--- config.mk ---
export PLATFORM = sky130hd
export DESIGN_NAME = coord_delta_zigzag_varint_encoder_flat
export DESIGN_NICKNAME = d
export VERILOG_FILES = /design/src/hw/rtl/cdzv_pkg.sv /design/src/hw/rtl/cdzv_if.sv /design/src/hw/rtl/cdzv_serializer.sv /design/src/hw/rtl/coord_delta_zigzag_varint_encoder.sv /design/src/flat_wrapper.sv
export VERILOG_INCLUDE_DIRS = /design/src /design/src/hw/rtl
export SDC_FILE = /design/constraint.sdc
export NUM_CORES = 1
export LEC_CHECK = 0
export ABC_AREA = 0
export BUFFER_PORTS_ARGS = -buffer_cell sky130_fd_sc_hd__buf_2
export CAP_MARGIN = 20
export CORE_MARGIN = 4
export CORE_UTILIZATION = 50
export CTS_BUF_LIST = sky130_fd_sc_hd__clkbuf_4 sky130_fd_sc_hd__clkbuf_8 sky130_fd_sc_hd__clkbuf_16
export DETAILED_ROUTE_END_ITERATION = 12
export PLACE_DENSITY = 0.8
export RECOVER_POWER = 25
export SKIP_LAST_GASP = 1
export SLEW_MARGIN = 20
export SYNTH_ARGS = -nofsm -noshare
export SYNTH_HDL_FRONTEND = slang
export SYNTH_SLANG_ARGS = --single-unit
--- constraint.sdc ---
create_clock -name clk_i -period 3.8 [get_ports clk_i]
set_input_delay 0.19 -clock clk_i [delete_from_list [all_inputs] [get_ports clk_i]]
set_output_delay 0.19 -clock clk_i [all_outputs]
set_load 0.01 [all_outputs]
--- src/hw/rtl/coord_delta_zigzag_varint_encoder_defines.svh ---
// assertion macros shared by the encoder rtl
`ifndef COORD_DELTA_ZIGZAG_VARINT_ENCODER_DEFINES_SVH
`define COORD_DELTA_ZIGZAG_VARINT_ENCODER_DEFINES_SVH

// property checked on every rising clock edge outside reset
`define CDZV_ASSERT(lbl, prop, msg) \
  lbl: assert property (@(posedge clk_i) disable iff (!rst_ni) prop) else $error(msg);

// condition that must never be true outside reset
`define CDZV_ASSERT_NEVER(lbl, cond, msg) \
  lbl: assert property (@(posedge clk_i) disable iff (!rst_ni) !(cond)) else $error(msg);

`endif

--- src/hw/rtl/cdzv_pkg.sv ---
// types, constants and helpers for the coordinate delta varint encoder
`default_nettype none

package cdzv_pkg;

  localparam int unsigned COORD_SHIFT = 5;
  localparam int unsigned PW          = 31;                 // point and base width
  localparam int unsigned CW          = PW - COORD_SHIFT;   // coarsened coordinate
  localparam int unsigned DW          = CW + 1;             // signed delta / zigzag
  localparam int unsigned BYTE_BITS   = 7;
  localparam int unsigned NB_MAX      = (DW + BYTE_BITS - 1) / BYTE_BITS;
  localparam int unsigned IW          = $clog2(NB_MAX);
  localparam int unsigned PADW        = NB_MAX * BYTE_BITS;
  localparam int unsigned CFG_IW      = 2;
  localparam int unsigned CFG_DW      = PW;

  typedef logic [CFG_IW-1:0] cfg_idx_t;

  localparam cfg_idx_t REG_BASE_X   = cfg_idx_t'(0);
  localparam cfg_idx_t REG_BASE_Y   = cfg_idx_t'(1);
  localparam cfg_idx_t REG_ZERO_SEP = cfg_idx_t'(2);

  localparam logic [BYTE_BITS-1:0] BYTE_MASK = 7'h7F;

  // one encoded point waiting to be sent out byte by byte
  typedef struct packed {
    logic          brk;
    logic [DW-1:0] zx;
    logic [IW-1:0] lx;
    logic [DW-1:0] zy;
    logic [IW-1:0] ly;
  } work_t;

  function automatic logic [DW-1:0] zigzag(input logic [DW-1:0] d);
    return {d[DW-2:0], 1'b0} ^ {DW{d[DW-1]}};
  endfunction

  // index of the last varint byte of z
  function automatic logic [IW-1:0] last_idx(input logic [DW-1:0] z);
    logic [IW-1:0] r;
    r = '0;
    for (int unsigned k = 1; k < NB_MAX; k++) begin
      if ((z >> (k * BYTE_BITS)) != '0) r = IW'(k);
    end
    return r;
  endfunction

endpackage

`default_nettype wire

--- src/hw/rtl/cdzv_if.sv ---
// handshake interfaces for points, code bytes and register writes
`default_nettype none

interface cdzv_point_if;
  logic                      valid;
  logic                      ready;
  logic [cdzv_pkg::PW-1:0]   point_x;
  logic [cdzv_pkg::PW-1:0]   point_y;
  logic                      restart;

  modport source (output valid, point_x, point_y, restart, input ready);
  modport sink   (input valid, point_x, point_y, restart, output ready);
endinterface

interface cdzv_code_if;
  logic       valid;
  logic       ready;
  logic [7:0] code_byte;
  logic       ring_break;
  logic       last_of_point;

  modport source (output valid, code_byte, ring_break, last_of_point, input ready);
  modport sink   (input valid, code_byte, ring_break, last_of_point, output ready);
endinterface

interface cdzv_cfg_if;
  logic                        valid;
  logic                        ready;
  logic [cdzv_pkg::CFG_IW-1:0] index;
  logic [cdzv_pkg::CFG_DW-1:0] data;

  modport source (output valid, index, data, input ready);
  modport sink   (input valid, index, data, output ready);
endinterface

`default_nettype wire

--- src/hw/rtl/cdzv_serializer.sv ---
// holds one encoded point and sends its varint bytes through an output register
`default_nettype none
`include "coord_delta_zigzag_varint_encoder_defines.svh"

module cdzv_serializer (
  input  wire logic            clk_i,
  input  wire logic            rst_ni,
  input  wire logic            work_valid_i,
  output logic                 work_ready_o,
  input  wire cdzv_pkg::work_t work_i,
  cdzv_code_if.source          code_o
);

  logic                         wv_q;
  cdzv_pkg::work_t              w_q;
  logic                         axis_q;   // 0: x delta, 1: y delta
  logic [cdzv_pkg::IW-1:0]      idx_q;

  logic                         oval_q;
  logic [7:0]                   obyte_q;
  logic                         obrk_q;
  logic                         olast_q;

  logic [cdzv_pkg::DW-1:0]        cur_z;
  logic [cdzv_pkg::IW-1:0]        cur_l;
  logic [cdzv_pkg::PADW-1:0]      pad;
  logic [cdzv_pkg::BYTE_BITS-1:0] bits;
  logic                           more;
  logic                           fin;
  logic                           o_free;
  logic                           step;
  logic                           take;

  always_comb begin
    cur_z  = axis_q ? w_q.zy : w_q.zx;
    cur_l  = axis_q ? w_q.ly : w_q.lx;
    pad    = cdzv_pkg::PADW'(cur_z);
    bits   = pad[idx_q * cdzv_pkg::BYTE_BITS +: cdzv_pkg::BYTE_BITS] & cdzv_pkg::BYTE_MASK;
    more   = (idx_q != cur_l);
    fin    = w_q.brk || (axis_q && !more);
    o_free = !oval_q || code_o.ready;
    step   = wv_q && o_free;
  end

  assign work_ready_o = !wv_q || (o_free && fin);
  assign take         = work_valid_i && work_ready_o;

  always_ff @(posedge clk_i or negedge rst_ni) begin
    if (!rst_ni) begin
      wv_q   <= 1'b0;
      axis_q <= 1'b0;
      idx_q  <= '0;
    end else if (take) begin
      wv_q   <= 1'b1;
      axis_q <= 1'b0;
      idx_q  <= '0;
    end else if (step) begin
      if (fin) begin
        wv_q <= 1'b0;
      end else if (!more) begin
        axis_q <= 1'b1;
        idx_q  <= '0;
      end else begin
        idx_q <= idx_q + cdzv_pkg::IW'(1);
      end
    end
  end

  always_ff @(posedge clk_i) begin
    if (take) begin
      w_q <= work_i;
    end
  end

  always_ff @(posedge clk_i or negedge rst_ni) begin
    if (!rst_ni) begin
      oval_q <= 1'b0;
    end else if (step) begin
      oval_q <= 1'b1;
    end else if (code_o.ready) begin
      oval_q <= 1'b0;
    end
  end

  always_ff @(posedge clk_i) begin
    if (step) begin
      obyte_q <= w_q.brk ? 8'h00 : {more, bits};
      obrk_q  <= w_q.brk;
      olast_q <= fin;
    end
  end

  assign code_o.valid         = oval_q;
  assign code_o.code_byte     = obyte_q;
  assign code_o.ring_break    = obrk_q;
  assign code_o.last_of_point = olast_q;

  `CDZV_ASSERT(a_idx_in_range, wv_q |-> (idx_q <= cur_l), "byte index past varint length")
  `CDZV_ASSERT(a_brk_single, (wv_q && w_q.brk) |-> (!axis_q && idx_q == '0), "ring break advanced")
  `CDZV_ASSERT(a_brk_out_last, (oval_q && obrk_q) |-> (olast_q && obyte_q == 8'h00), "bad ring break")
  `CDZV_ASSERT_NEVER(a_more_on_last, oval_q && olast_q && obyte_q[7], "last byte has more flag")

endmodule

`default_nettype wire

--- src/hw/rtl/coord_delta_zigzag_varint_encoder.sv ---
// Coordinate delta / zigzag / varint encoder, top level.
//
// point_i takes one (point_x, point_y, restart) item per handshake. Each coordinate is
// shifted right by COORD_SHIFT, the previous coarsened point is subtracted, and the x then
// y delta leave on code_o as zigzag varint bytes, one byte per cycle unless code_o stalls,
// last_of_point on the final byte of the point. In separator mode a (0,0) point reseeds the
// predictor from the base registers and yields a single ring_break item.
// cfg_i writes base_x (index 0), base_y (index 1) and zero_is_separator (index 2); it is
// always ready and other indexes are dropped. Write it only while the block is idle.
// The point is encoded (from the coarsened base on restart) and the predictor updated in
// the accept cycle; the point register holds it while its bytes go to the output register.
// A point yields 2 to 8 bytes (1 to 4 per delta) and a ring break 1 byte, all through the
// single output byte register. The next point is taken in the cycle that its predecessor's
// last byte moves to the output register.
// Reset clears config, predictor and valid flags. When code_o stalls, the output byte holds,
// the held point waits, and point_i is back-pressured once the point register is full.
`default_nettype none
`include "coord_delta_zigzag_varint_encoder_defines.svh"

module coord_delta_zigzag_varint_encoder (
  input  wire logic    clk_i,
  input  wire logic    rst_ni,
  cdzv_cfg_if.sink     cfg_i,
  cdzv_point_if.sink   point_i,
  cdzv_code_if.source  code_o
);

  logic [cdzv_pkg::PW-1:0] base_x_q;
  logic [cdzv_pkg::PW-1:0] base_y_q;
  logic                    sep_en_q;
  logic [cdzv_pkg::CW-1:0] pred_x_q;
  logic [cdzv_pkg::CW-1:0] pred_y_q;

  logic [cdzv_pkg::CW-1:0] seed_x, seed_y;
  logic [cdzv_pkg::CW-1:0] px, py;
  logic [cdzv_pkg::CW-1:0] cx, cy;
  logic [cdzv_pkg::DW-1:0] dx, dy;
  logic                    sep;
  logic                    work_ready;
  logic                    accept;
  cdzv_pkg::work_t         work;

  assign cfg_i.ready = 1'b1;

  always_ff @(posedge clk_i or negedge rst_ni) begin
    if (!rst_ni) begin
      base_x_q <= '0;
      base_y_q <= '0;
      sep_en_q <= 1'b0;
    end else if (cfg_i.valid) begin
      unique case (cfg_i.index)
        cdzv_pkg::REG_BASE_X:   base_x_q <= cfg_i.data;
        cdzv_pkg::REG_BASE_Y:   base_y_q <= cfg_i.data;
        cdzv_pkg::REG_ZERO_SEP: sep_en_q <= cfg_i.data[0];
        default: ;
      endcase
    end
  end

  always_comb begin
    seed_x = cdzv_pkg::CW'(base_x_q >> cdzv_pkg::COORD_SHIFT);
    seed_y = cdzv_pkg::CW'(base_y_q >> cdzv_pkg::COORD_SHIFT);
    px     = point_i.restart ? seed_x : pred_x_q;
    py     = point_i.restart ? seed_y : pred_y_q;
    cx     = cdzv_pkg::CW'(point_i.point_x >> cdzv_pkg::COORD_SHIFT);
    cy     = cdzv_pkg::CW'(point_i.point_y >> cdzv_pkg::COORD_SHIFT);
    sep    = sep_en_q && (point_i.point_x == '0) && (point_i.point_y == '0);
    dx     = {1'b0, cx} - {1'b0, px};
    dy     = {1'b0, cy} - {1'b0, py};

    work.brk = sep;
    work.zx  = cdzv_pkg::zigzag(dx);
    work.lx  = cdzv_pkg::last_idx(work.zx);
    work.zy  = cdzv_pkg::zigzag(dy);
    work.ly  = cdzv_pkg::last_idx(work.zy);
  end

  assign point_i.ready = work_ready;
  assign accept        = point_i.valid && work_ready;

  always_ff @(posedge clk_i or negedge rst_ni) begin
    if (!rst_ni) begin
      pred_x_q <= '0;
      pred_y_q <= '0;
    end else if (accept) begin
      // a separator reseeds; an ordinary point becomes the next reference
      pred_x_q <= sep ? seed_x : cx;
      pred_y_q <= sep ? seed_y : cy;
    end
  end

  cdzv_serializer u_ser (
    .clk_i        (clk_i),
    .rst_ni       (rst_ni),
    .work_valid_i (point_i.valid),
    .work_ready_o (work_ready),
    .work_i       (work),
    .code_o       (code_o)
  );

  `CDZV_ASSERT(a_sep_x, (accept && sep) |=> (pred_x_q == $past(seed_x)), "x not reseeded")
  `CDZV_ASSERT(a_sep_y, (accept && sep) |=> (pred_y_q == $past(seed_y)), "y not reseeded")
  `CDZV_ASSERT(a_trk_x, (accept && !sep) |=> (pred_x_q == $past(cx)), "x pred not updated")
  `CDZV_ASSERT(a_trk_y, (accept && !sep) |=> (pred_y_q == $past(cy)), "y pred not updated")
  `CDZV_ASSERT(a_hold_x, !accept |=> $stable(pred_x_q), "x pred moved without item")
  `CDZV_ASSERT(a_hold_y, !accept |=> $stable(pred_y_q), "y pred moved without item")

endmodule

`default_nettype wire
--- src/flat_wrapper.sv ---
// flat-port wrapper written by rule: the top's interface ports become plain ports
module coord_delta_zigzag_varint_encoder_flat 
  (clk_i, rst_ni, cfg_i_valid, cfg_i_index, cfg_i_data, cfg_i_ready, point_i_valid, point_i_point_x, point_i_point_y, point_i_restart, point_i_ready, code_o_valid, code_o_code_byte, code_o_ring_break, code_o_last_of_point, code_o_ready);
  cdzv_cfg_if cfg_i_i ();
  cdzv_point_if point_i_i ();
  cdzv_code_if code_o_i ();
  input  wire logic clk_i;
  input  wire logic rst_ni;
  input wire logic [$bits(cfg_i_i.valid)-1:0] cfg_i_valid;
  input wire logic [$bits(cfg_i_i.index)-1:0] cfg_i_index;
  input wire logic [$bits(cfg_i_i.data)-1:0] cfg_i_data;
  output wire logic [$bits(cfg_i_i.ready)-1:0] cfg_i_ready;
  input wire logic [$bits(point_i_i.valid)-1:0] point_i_valid;
  input wire logic [$bits(point_i_i.point_x)-1:0] point_i_point_x;
  input wire logic [$bits(point_i_i.point_y)-1:0] point_i_point_y;
  input wire logic [$bits(point_i_i.restart)-1:0] point_i_restart;
  output wire logic [$bits(point_i_i.ready)-1:0] point_i_ready;
  output wire logic [$bits(code_o_i.valid)-1:0] code_o_valid;
  output wire logic [$bits(code_o_i.code_byte)-1:0] code_o_code_byte;
  output wire logic [$bits(code_o_i.ring_break)-1:0] code_o_ring_break;
  output wire logic [$bits(code_o_i.last_of_point)-1:0] code_o_last_of_point;
  input wire logic [$bits(code_o_i.ready)-1:0] code_o_ready;
  assign cfg_i_i.valid = cfg_i_valid;
  assign cfg_i_i.index = cfg_i_index;
  assign cfg_i_i.data = cfg_i_data;
  assign cfg_i_ready = cfg_i_i.ready;
  assign point_i_i.valid = point_i_valid;
  assign point_i_i.point_x = point_i_point_x;
  assign point_i_i.point_y = point_i_point_y;
  assign point_i_i.restart = point_i_restart;
  assign point_i_ready = point_i_i.ready;
  assign code_o_valid = code_o_i.valid;
  assign code_o_code_byte = code_o_i.code_byte;
  assign code_o_ring_break = code_o_i.ring_break;
  assign code_o_last_of_point = code_o_i.last_of_point;
  assign code_o_i.ready = code_o_ready;
  coord_delta_zigzag_varint_encoder u_core (.clk_i(clk_i), .rst_ni(rst_ni), .cfg_i(cfg_i_i), .point_i(point_i_i), .code_o(code_o_i));
endmodule
Word level (Yosys, flattened, before mapping)
Index checks and enable logic that the tools add are counted.

cells by class
  $mul = 1
  divide/modulo/power cells = 0
  equality and inequality tests = 5
  bitwise gates (word level) = 2
  muxes and demuxes = 23
  $add $sub $neg = 3
  reductions and logical operators = 32
  order comparisons = 0
  shift operators = 1

operators with widths
  kind                                                                 count
  27-bit nonzero test                                                  6
  26-bit 2-to-1 mux                                                    4
  31-bit logical NOT                                                   2
  26-bit by 26-bit subtractor with 27-bit output                       2
  27-bit bitwise XOR                                                   2
  28-bit by 6-bit indexed part select with 7-bit output                1
  27-bit 2-to-1 mux                                                    1
  1-bit 2-to-1 mux                                                     13
  2-bit 2-to-1 mux                                                     5
  2-bit AND reduction                                                  5
  1-bit logical AND                                                    6
  2-bit nonzero test                                                   3
  2-bit by 3-bit multiplier with 5-bit output (second input constant)  1
  2-bit by 1-bit != test with 1-bit output (second input constant)     2
  2-bit OR reduction                                                   2
  1-bit logical NOT                                                    3
  1-bit logical OR                                                     3
  3-bit AND reduction                                                  1
  2-bit by 1-bit adder with 2-bit output (second input constant)       1
  2-bit by 1-bit == test with 1-bit output (second input constant)     1
  2-bit == test (second input constant)                                1
  2-bit logical NOT                                                    1
  2-bit != test                                                        1

word-level totals
  output and inout port bits = 13
  register bits after elaboration = 189
  input port bits = 101
  memories = 0
  bits in writable memories = 0
  ROM bits = 0
  bits in latches = 0
  word-level logic and storage cells = 86

Longest topological paths before layout
Gate-level depths: netlist of the first run.

  depth in word-level cells = 10
  depth in mapped cells = 17

By module
From an unflattened synthesis of the first run, not the netlist that was laid out.

second synthesis, totals
  cells, all modules = 1,074
  area, all modules = 11,303.3 µm²

by module, submodules not included
  module                             area an instance (µm²)  sequential area each (µm²)  times used  cells an instance
  coord_delta_zigzag_varint_encoder  8,403.1                 2,627.5                     1           935
  cdzv_serializer                    2,900.3                 2,197.1                     1           139

Worst setup path before layout of the first run
OpenSTA, ideal clock, no wires.

  kind = in2reg
  from = in point_i_restart
  to = reg u_core.u_ser.w_q[0] (netlist bit) (data pin)
  buffers on the path = 5
  setup time = 254 ps
  stages on the path = 16
  arrival time = 3,561 ps
  data required time = 3,546 ps
  path slack = -15 ps
  path through = clkbuf_1 > buf_1 > mux2i_1 > ha_1 > buf_2 > a21o_1 > a2111oi_0 > o21a_1 > buf_4 > a21bo_1 > buf_2 > inv_2 > nand2_1 > or4_1 > a211o_1 > a21bo_1

between the ends
  cells in the longest elaborated chain, start to end = 6

RTL lines
  item                                              line                                     text
  from (decl)                                       flat_wrapper.sv:16                       input wire logic [$bits(point_i_i.restart)-1:0] point_i_restart;
  26-bit 2-to-1 mux *                               coord_delta_zigzag_varint_encoder.sv:64  py = point_i.restart ? seed_y : pred_y_q;
  26-bit by 26-bit subtractor with 27-bit output *  coord_delta_zigzag_varint_encoder.sv:69  dy = {1'b0, cy} - {1'b0, py};
  27-bit bitwise XOR *                              cdzv_pkg.sv:35                           return {d[DW-2:0], 1'b0} ^ {DW{d[DW-1]}};
  27-bit nonzero test                               cdzv_pkg.sv:43                           if ((z >> (k * BYTE_BITS)) != '0) r = IW'(k);
  1-bit 2-to-1 mux (2 in series)                    cdzv_pkg.sv:43
  to (signal assigned)                              cdzv_serializer.sv:71                    w_q <= work_i;
  to (decl)                                         cdzv_serializer.sv:15                    cdzv_pkg::work_t w_q;

Mark *: on every way between the ends. The rest lies on a longest branch, timed or not.
A chain may end at the register's enable or synchronous reset.

Worst setup path in the final report of the first run
  from = reg u_core.base_y_q[5] (netlist bit)
  to = reg u_core.u_ser.w_q[0] (netlist bit) (data pin)

between the ends
  cells in the longest elaborated chain, start to end = 6

RTL lines
  item                                              line                                     text
  from (decl)                                       coord_delta_zigzag_varint_encoder.sv:29  logic [cdzv_pkg::PW-1:0] base_y_q;
  from (signal assigned)                            coord_delta_zigzag_varint_encoder.sv:53  cdzv_pkg::REG_BASE_Y: base_y_q <= cfg_i.data;
  26-bit 2-to-1 mux *                               coord_delta_zigzag_varint_encoder.sv:64
  26-bit by 26-bit subtractor with 27-bit output *  coord_delta_zigzag_varint_encoder.sv:69
  27-bit bitwise XOR *                              cdzv_pkg.sv:35
  27-bit nonzero test                               cdzv_pkg.sv:43
  1-bit 2-to-1 mux (2 in series)                    cdzv_pkg.sv:43

Marked as above.

==> out/qor.csv, run 1 <==
metric,value,unit
die_area,24740,µm²
synth_edf_count,69,
io_pins,114,
diodes,0,
first_global_vias,8634,
violations,"capacitance limit, slew limit",
ff_latch_area,4825,µm²
tritoncts,built,
grt_start_max_net_pins,79,
clk_path_buf_depth,2,
ys_ff_latch,179,
h-tree-depth,4,
start_util,50.90,%
cp_top_family,simple AND/OR/NAND/NOR gates,
drc_errors,0,
rsz0062_at_grt,true,
setup.worst_path.end_class,register,
worst_slack,0.1391,ns
ys_types,71,
drive_above_1_share,24.51,%
die_h,157.3,µm
place_area,12420,µm²
fp.dieW,157.3,µm
min_period,3.661,ns
synthToLayoutAreaGrowth,16.80,%
grt_remaining_overflow,0,
place_congestion,0.9318,
vias,9013,
max_stage_delay,0.52,ns
netlist_instances,1054,
ys_seq_area_share,43.30,%
worstPathArrival,3.85,ns
clk_pin_slew,0.07,ns
hp-class,input port to register,
multiInputGateArea,6025,µm²
synth_area,11140,µm²
drt_wl_total,30.54,mm
start_kind,register,
core,21890,µm²
clkSinkCount,179,
critPathKind,register to register,
cts_made_buffers,17,
worstSetupPathDepth,13,
hold_violations,0,
final_common_cell,dfrtp_1,
cp_num_buf_inv,1,
irDropWorstVdd,337.5,µV
vias_per_cell,6.009,
rows,54,
dpl.hpwl,23.71,mm
grt_use_total,25.06,%
tightest_slew,1.811,ns
maxCapViolations,3,
post_drt_wl_per_cell,20.36,µm
crit_path_top_delay_cell,or4_1,
instances_no_fill,1500,
status,"complete, but fails checks",
max_freq,273.2,MHz
relSlewSlack,-20.73,%
crit_fanout,3,
place_inst,1466,
drt-initial-drc-count,668,
clk_latency,0.44,ns
reg2reg_depth,13,
setup_viol,0,
cellPowerDensity,589.9,nW/µm²
crit_chain,"mux2_2, ha_1, inv_1, fa_1, a21o_1, and3_1, or2_2, a21o_1, a21oi_1, xor2_1, or4_1, a211o_1, a21bo_1",
syn_area_per_cell,10.57,µm²
synth_fp_nets,1211,
power,0.007677,W
antenna_found_initial,0,
fin_nets,1365,
grt_pass1_wl,47.91,mm
ant_nets,0,
n_fill_cell,1830,
report.final.slew_viol_count,120,
port_buffers,108,
skew,0.01483,ns
synthArstFlopShare,61.45,%
crit_top_cell,a21o_1,
dr.pass1.iters,6,
cp.required,3.99,ns
power_leakage,5.534,nW
hold_path_depth,2,
post_cts_buffers,0,
yosysWarnings,0,
pre_cts_slack,-0.1788,ns
ys.flop_type,dfrtp_1,
cts_root_buffer,clkbuf_16,
fin_area,13020,µm²
final_cell_mix,"110 x dfrtp_1, 106 x a21oi_1, 106 x buf_2",
period_share,96.34,%
[path summary, 6_finish.rpt]
kind / slack (ns) / from / end
min in group asynchronous: 0.69 / rst_ni / u_core.base_y_q[28]
worst min-delay path: 0.03 / cfg_i_data[12] / u_core.base_x_q[12]
worst max-delay path: 0.14 / u_core.base_y_q[5] / u_core.u_ser.w_q[0]
worst max register to register: 0.14 / u_core.base_y_q[5] / u_core.u_ser.w_q[0]
worst min register to register: 0.48 / u_core.pred_y_q[25] / u_core.pred_y_q[25]
max in group asynchronous: 1.95 / rst_ni / u_core.base_x_q[6]
[what timing repair did]
| action | 4_1_cts | 5_1_grt |
|---|---|---|
| hold buffers | 3 | 0 |
| endpoints found under the hold margin | 65 | 0 |
| resized for setup | 0 | 3 |
| setup endpoints to repair | 0 | 4 |
[stage by stage]
| stage | hold slack, ns | util (%) | setup TNS [ns] |
|---|---|---|---|
| global route | 0.02178 | 59.45 | 0 |
| floorplan | -0.1056 | - | 0 |
| global placement | 0.3280 | 56.72 | 0 |
| detailed placement | 0.3326 | 56.72 | -0.3428 |
| CTS | 0.02179 | 59.45 | 0 |
| finish | 0.02674 | 59.45 | 0 |
[layout make-up]
type / count / share of cell area [%]
clock buffers: 18 / 3.374
clock inverters: 13 / 0.9806
inverters: 21 / 0.6249
multi-input cells: 804 / 46.29
flip-flops and latches: 179 / 37.07
well taps: 280 / 2.692
repair buffers: 185 / 8.969
[worst register-to-register path: cells and delay by family (launching register included)]
family / cells / cell delay, ns
AND/OR/NAND/NOR: 3 / 1.03
AO/OA/AOI/OAI: 5 / 1.02
adder cells (fa/ha/maj): 2 / 0.62
flip-flops: 1 / 0.40
multiplexers: 1 / 0.18
XOR/XNOR: 1 / 0.11
buffers and inverters: 1 / 0.06
[Yosys cell counts, drive strengths merged (8+ instances only)]
master,number,area (µm²)
and2,10,62.56
nand3,16,80.08
edfxtp,69,2072
o211ai,9,67.56
nor4,21,137.6
inv,21,81.33
o21ai,85,425.4
mux4,13,292.8
ha,54,675.7
nand2,93,349.1
xor2,16,140.1
buf,26,148.9
a21oi,108,544.3
nand4,15,93.84
mux2,55,619.3
a211oi,8,60.06
nor3,10,50.05
a21o,19,142.6
dfrtp,110,2753
clkbuf,24,90.09
xnor2,61,534.3
mux2i,71,723.2
nor2,44,165.2
[logic make-up after synthesis]
kind of cell    synth area share, %
compound gates                15.26
xor+xnor                      6.658
fa+ha+maj                     6.423
buf+inv                       2.874
flops                         43.30
mux                           14.68
other cells                 0.03365
simple gates                  10.78
[flip-flops by register name, summed over array words and instances, names as in the netlist]
register                           cells
u_core.base_x_q                       26
u_core.base_y_q                       26
u_core.pred_x_q                       26
u_core.pred_y_q                       26
u_core.sep_en_q                        1
u_core.u_ser.axis_q                    1
u_core.u_ser.code_o.code_byte          8
u_core.u_ser.code_o.last_of_point      1
u_core.u_ser.code_o.ring_break         1
u_core.u_ser.code_o.valid              1
u_core.u_ser.idx_q                     2
u_core.u_ser.w_q                      59
u_core.u_ser.wv_q                      1
[layer usage]
layer / track usage, % / wire [µm]
met1: 34.90 / 13330
met2: 39.16 / 13920
met3: 3.629 / 1961
met4: 11.27 / 1333
met5: 0 / 0
[report_power, final]
part	switching (W)	internal, W
Clock	0.000814	0.000931
Sequential	0.000243	0.00253
Combinational	0.00169	0.00146
Power figures use the tool's default switching activity.
==> run 2, diff against run 1 <==
CELL_PAD_IN_SITES_DETAIL_PLACEMENT = 1   (was not set)
CELL_PAD_IN_SITES_GLOBAL_PLACEMENT = 1   (was not set)
CORE_UTILIZATION = 43   (was 50)
PLACE_DENSITY = 0.85   (was 0.8)
==> out/qor.csv, run 2 (synthesis results as in run 1) <==
metric,value,unit,change
report.final.slew_viol_count,121,,+0.83%
cellPowerDensity,603.5,nW/µm²,+2.3%
cp.required,4.00,ns,about the same
vias,9198,,+2.1%
drc_errors,0,,unchanged
top_register,u_core.u_ser.w_q,,
ant_nets,0,,unchanged
grt_remaining_overflow,0,,unchanged
worstPathArrival,3.90,ns,+0.05 ns
tritoncts,built,,
p_sw_share,37.90,%,+2.1 points
final_cell_mix,"110 x dfrtp_1, 106 x a21oi_1, 104 x buf_2",,
violations,"capacitance limit, slew limit",,
pwr-share-clk,22.4,%,-0.3 points
antenna_found_initial,0,,unchanged
worst_slack,0.09835,ns,-0.04076 ns
period_share,97.41,%,+1.1 points
rrSetupSlack,0.1,ns,-0.04 ns
drive_above_1_share,24.66,%,+0.15 points
drt-initial-drc-count,602,,-9.9%
dpl.hpwl,27.40,mm,+16%
clk_path_buf_depth,2,,unchanged
max_freq,270.2,MHz,-1.1%
p_comb_share,42.4,%,+1.3 points
grt_pass1_wl,54.99,mm,+15%
intPower,0.004972,W,+0.91%
reg2reg_depth,13,,unchanged
setup_viol,0,,unchanged
critPathKind,register to register,,
pre_cts_slack,-0.02658,ns,+0.1522 ns
dr.pass1.iters,5,,-1
first_global_vias,9602,,+11%
maxCapViolations,3,,unchanged
tightest_slew,1.750,ns,-0.06109 ns
hp-class,input port to register,,
min_period,3.702,ns,+0.04076 ns
tns,0,ns,unchanged
hold_violations,0,,unchanged
drt_wl_total,35.31,mm,+16%
cts_root_buffer,clkbuf_16,,
post_drt_wl_per_cell,22.59,µm,+11%
clk_latency,0.44,ns,about the same
clk_pin_slew,0.08,ns,about the same
fin_nets,1377,,+0.88%
die_area,28550,µm²,+15%
p_switching,0.003035,W,+10%
vias_per_cell,5.885,,-2.1%
final_common_cell,dfrtp_1,,
p_seq_share,35.1,%,-1.0 points
fp.dieW,169.0,µm,+7.4%
synthToLayoutAreaGrowth,19.05,%,
rows,58,,+7.4%
grt_use_total,24.71,%,-0.35 points
grt_start_max_net_pins,105,,+33%
n_fill_cell,2812,,+54%
start_util,44.00,%,-6.9 points
diodes,0,,unchanged
whs,0.01637,ns,-0.01037 ns
port_buffers,108,,unchanged
hold_path_depth,2,,unchanged
start_kind,register,,
rsz0062_at_grt,false,,
place_congestion,0.9018,,-3.2%
crit_fanout,3,,unchanged
h-tree-depth,4,,unchanged
skew,0.01440,ns,-0.0004279 ns
power_leakage,5.594,nW,+1.1%
die_h,169.0,µm,+7.4%
core,25330,µm²,+16%
irDropWorstVdd,275.5,µV,-18%
largest_register_ffs,59,,unchanged
relSlewSlack,-16.66,%,+4.1 points
io_pins,114,,unchanged
status,"complete, but fails checks",,
post-route-util,52.38,%,-7.1 points
setup.worst_path.end_class,register,,
clkSinkCount,179,,unchanged
cts_made_buffers,17,,unchanged
run 2: cell count changes in the layout (fill, tap and decap cells not counted), sizes merged:
| cell | delta |
|---|---|
| dlygate4sd3 | +13 |
| inv | +2 |
| clkbuf | +2 |
| buf | -3 |
| clkinv | -1 |
run 2: what timing repair did:
item | in CTS | in global routing
endpoints found under the setup margin | 2 | 4
gates cloned | 0 | 0
setup buffers | 0 | 1
endpoints found under the hold margin | 84 | 1
hold buffers | 15 | 1
resized for setup | 3 | 14
pin swaps | 0 | 6
run 2: final cells by class:
class	count	area (µm²)	share of cell area, %
Tap cell	330	412.9	3.112
Inverter	21	81.33	0.6130
Clock inverter	14	166.4	1.254
Timing Repair Buffer	197	1270	9.573
Sequential cell	179	4825	36.37
Multi-Input combinational cell	804	6078	45.82
Clock buffer	18	432.9	3.263
run 2: power by group through the flow:
stage / Sequential [W] / Clock (W) / Combinational (W)
2_1_floorplan: 0.00269 / 0 / 0.00221
3_3_place_gp: 0.00280 / 0 / 0.00308
3_5_place_dp: 0.00284 / 0 / 0.00324
4_1_cts: 0.00281 / 0.00183 / 0.00332
5_1_grt: 0.00284 / 0.00191 / 0.00370
6_report: 0.00281 / 0.00180 / 0.00340
run 2: path summary, 6_finish.rpt:
check	start	endpoint
min reg2reg	u_core.pred_y_q[5]	u_core.pred_y_q[5]
min	cfg_i_data[30]	u_core.base_x_q[30]
max in group asynchronous	rst_ni	u_core.base_x_q[12]
min in group asynchronous	rst_ni	u_core.u_ser.wv_q
max	u_core.base_y_q[5]	u_core.u_ser.w_q[0]
max reg2reg	u_core.base_y_q[5]	u_core.u_ser.w_q[0]
run 2: layer usage:
metal / vias to the layer above / GRT usage (%) / routed length (µm)
li1: 4261 / - / -
met5: - / 0 / 0
met2: 216 / 42.63 / 17520
met3: 67 / 3.526 / 1338
met1: 4654 / 31.50 / 15180
met4: 0 / 9.625 / 1268
run 2: critical path, cell delays in order (launching register included):
cell     delay [ns]
dfrtp_1        0.42
mux2_2         0.18
ha_1           0.18
inv_1          0.07
fa_2           0.38
a21o_1         0.19
and3_1         0.21
or2_2          0.33
a21o_1         0.18
a21oi_1        0.16
xor2_1         0.11
or4_1          0.53
a211o_1        0.30
a21bo_1        0.21
run 2: stage by stage:
stage / cells / instance area (µm²) / total power [W]
3_3_place_gp: 1514 / 12440 / 0.005877
5_1_grt: 1563 / 13270 / 0.008448
2_1_floorplan: 1054 / 11140 / 0.004906
4_1_cts: 1561 / 13210 / 0.007958
3_5_place_dp: 1514 / 12440 / 0.006085
6_report: 1563 / 13270 / 0.008006
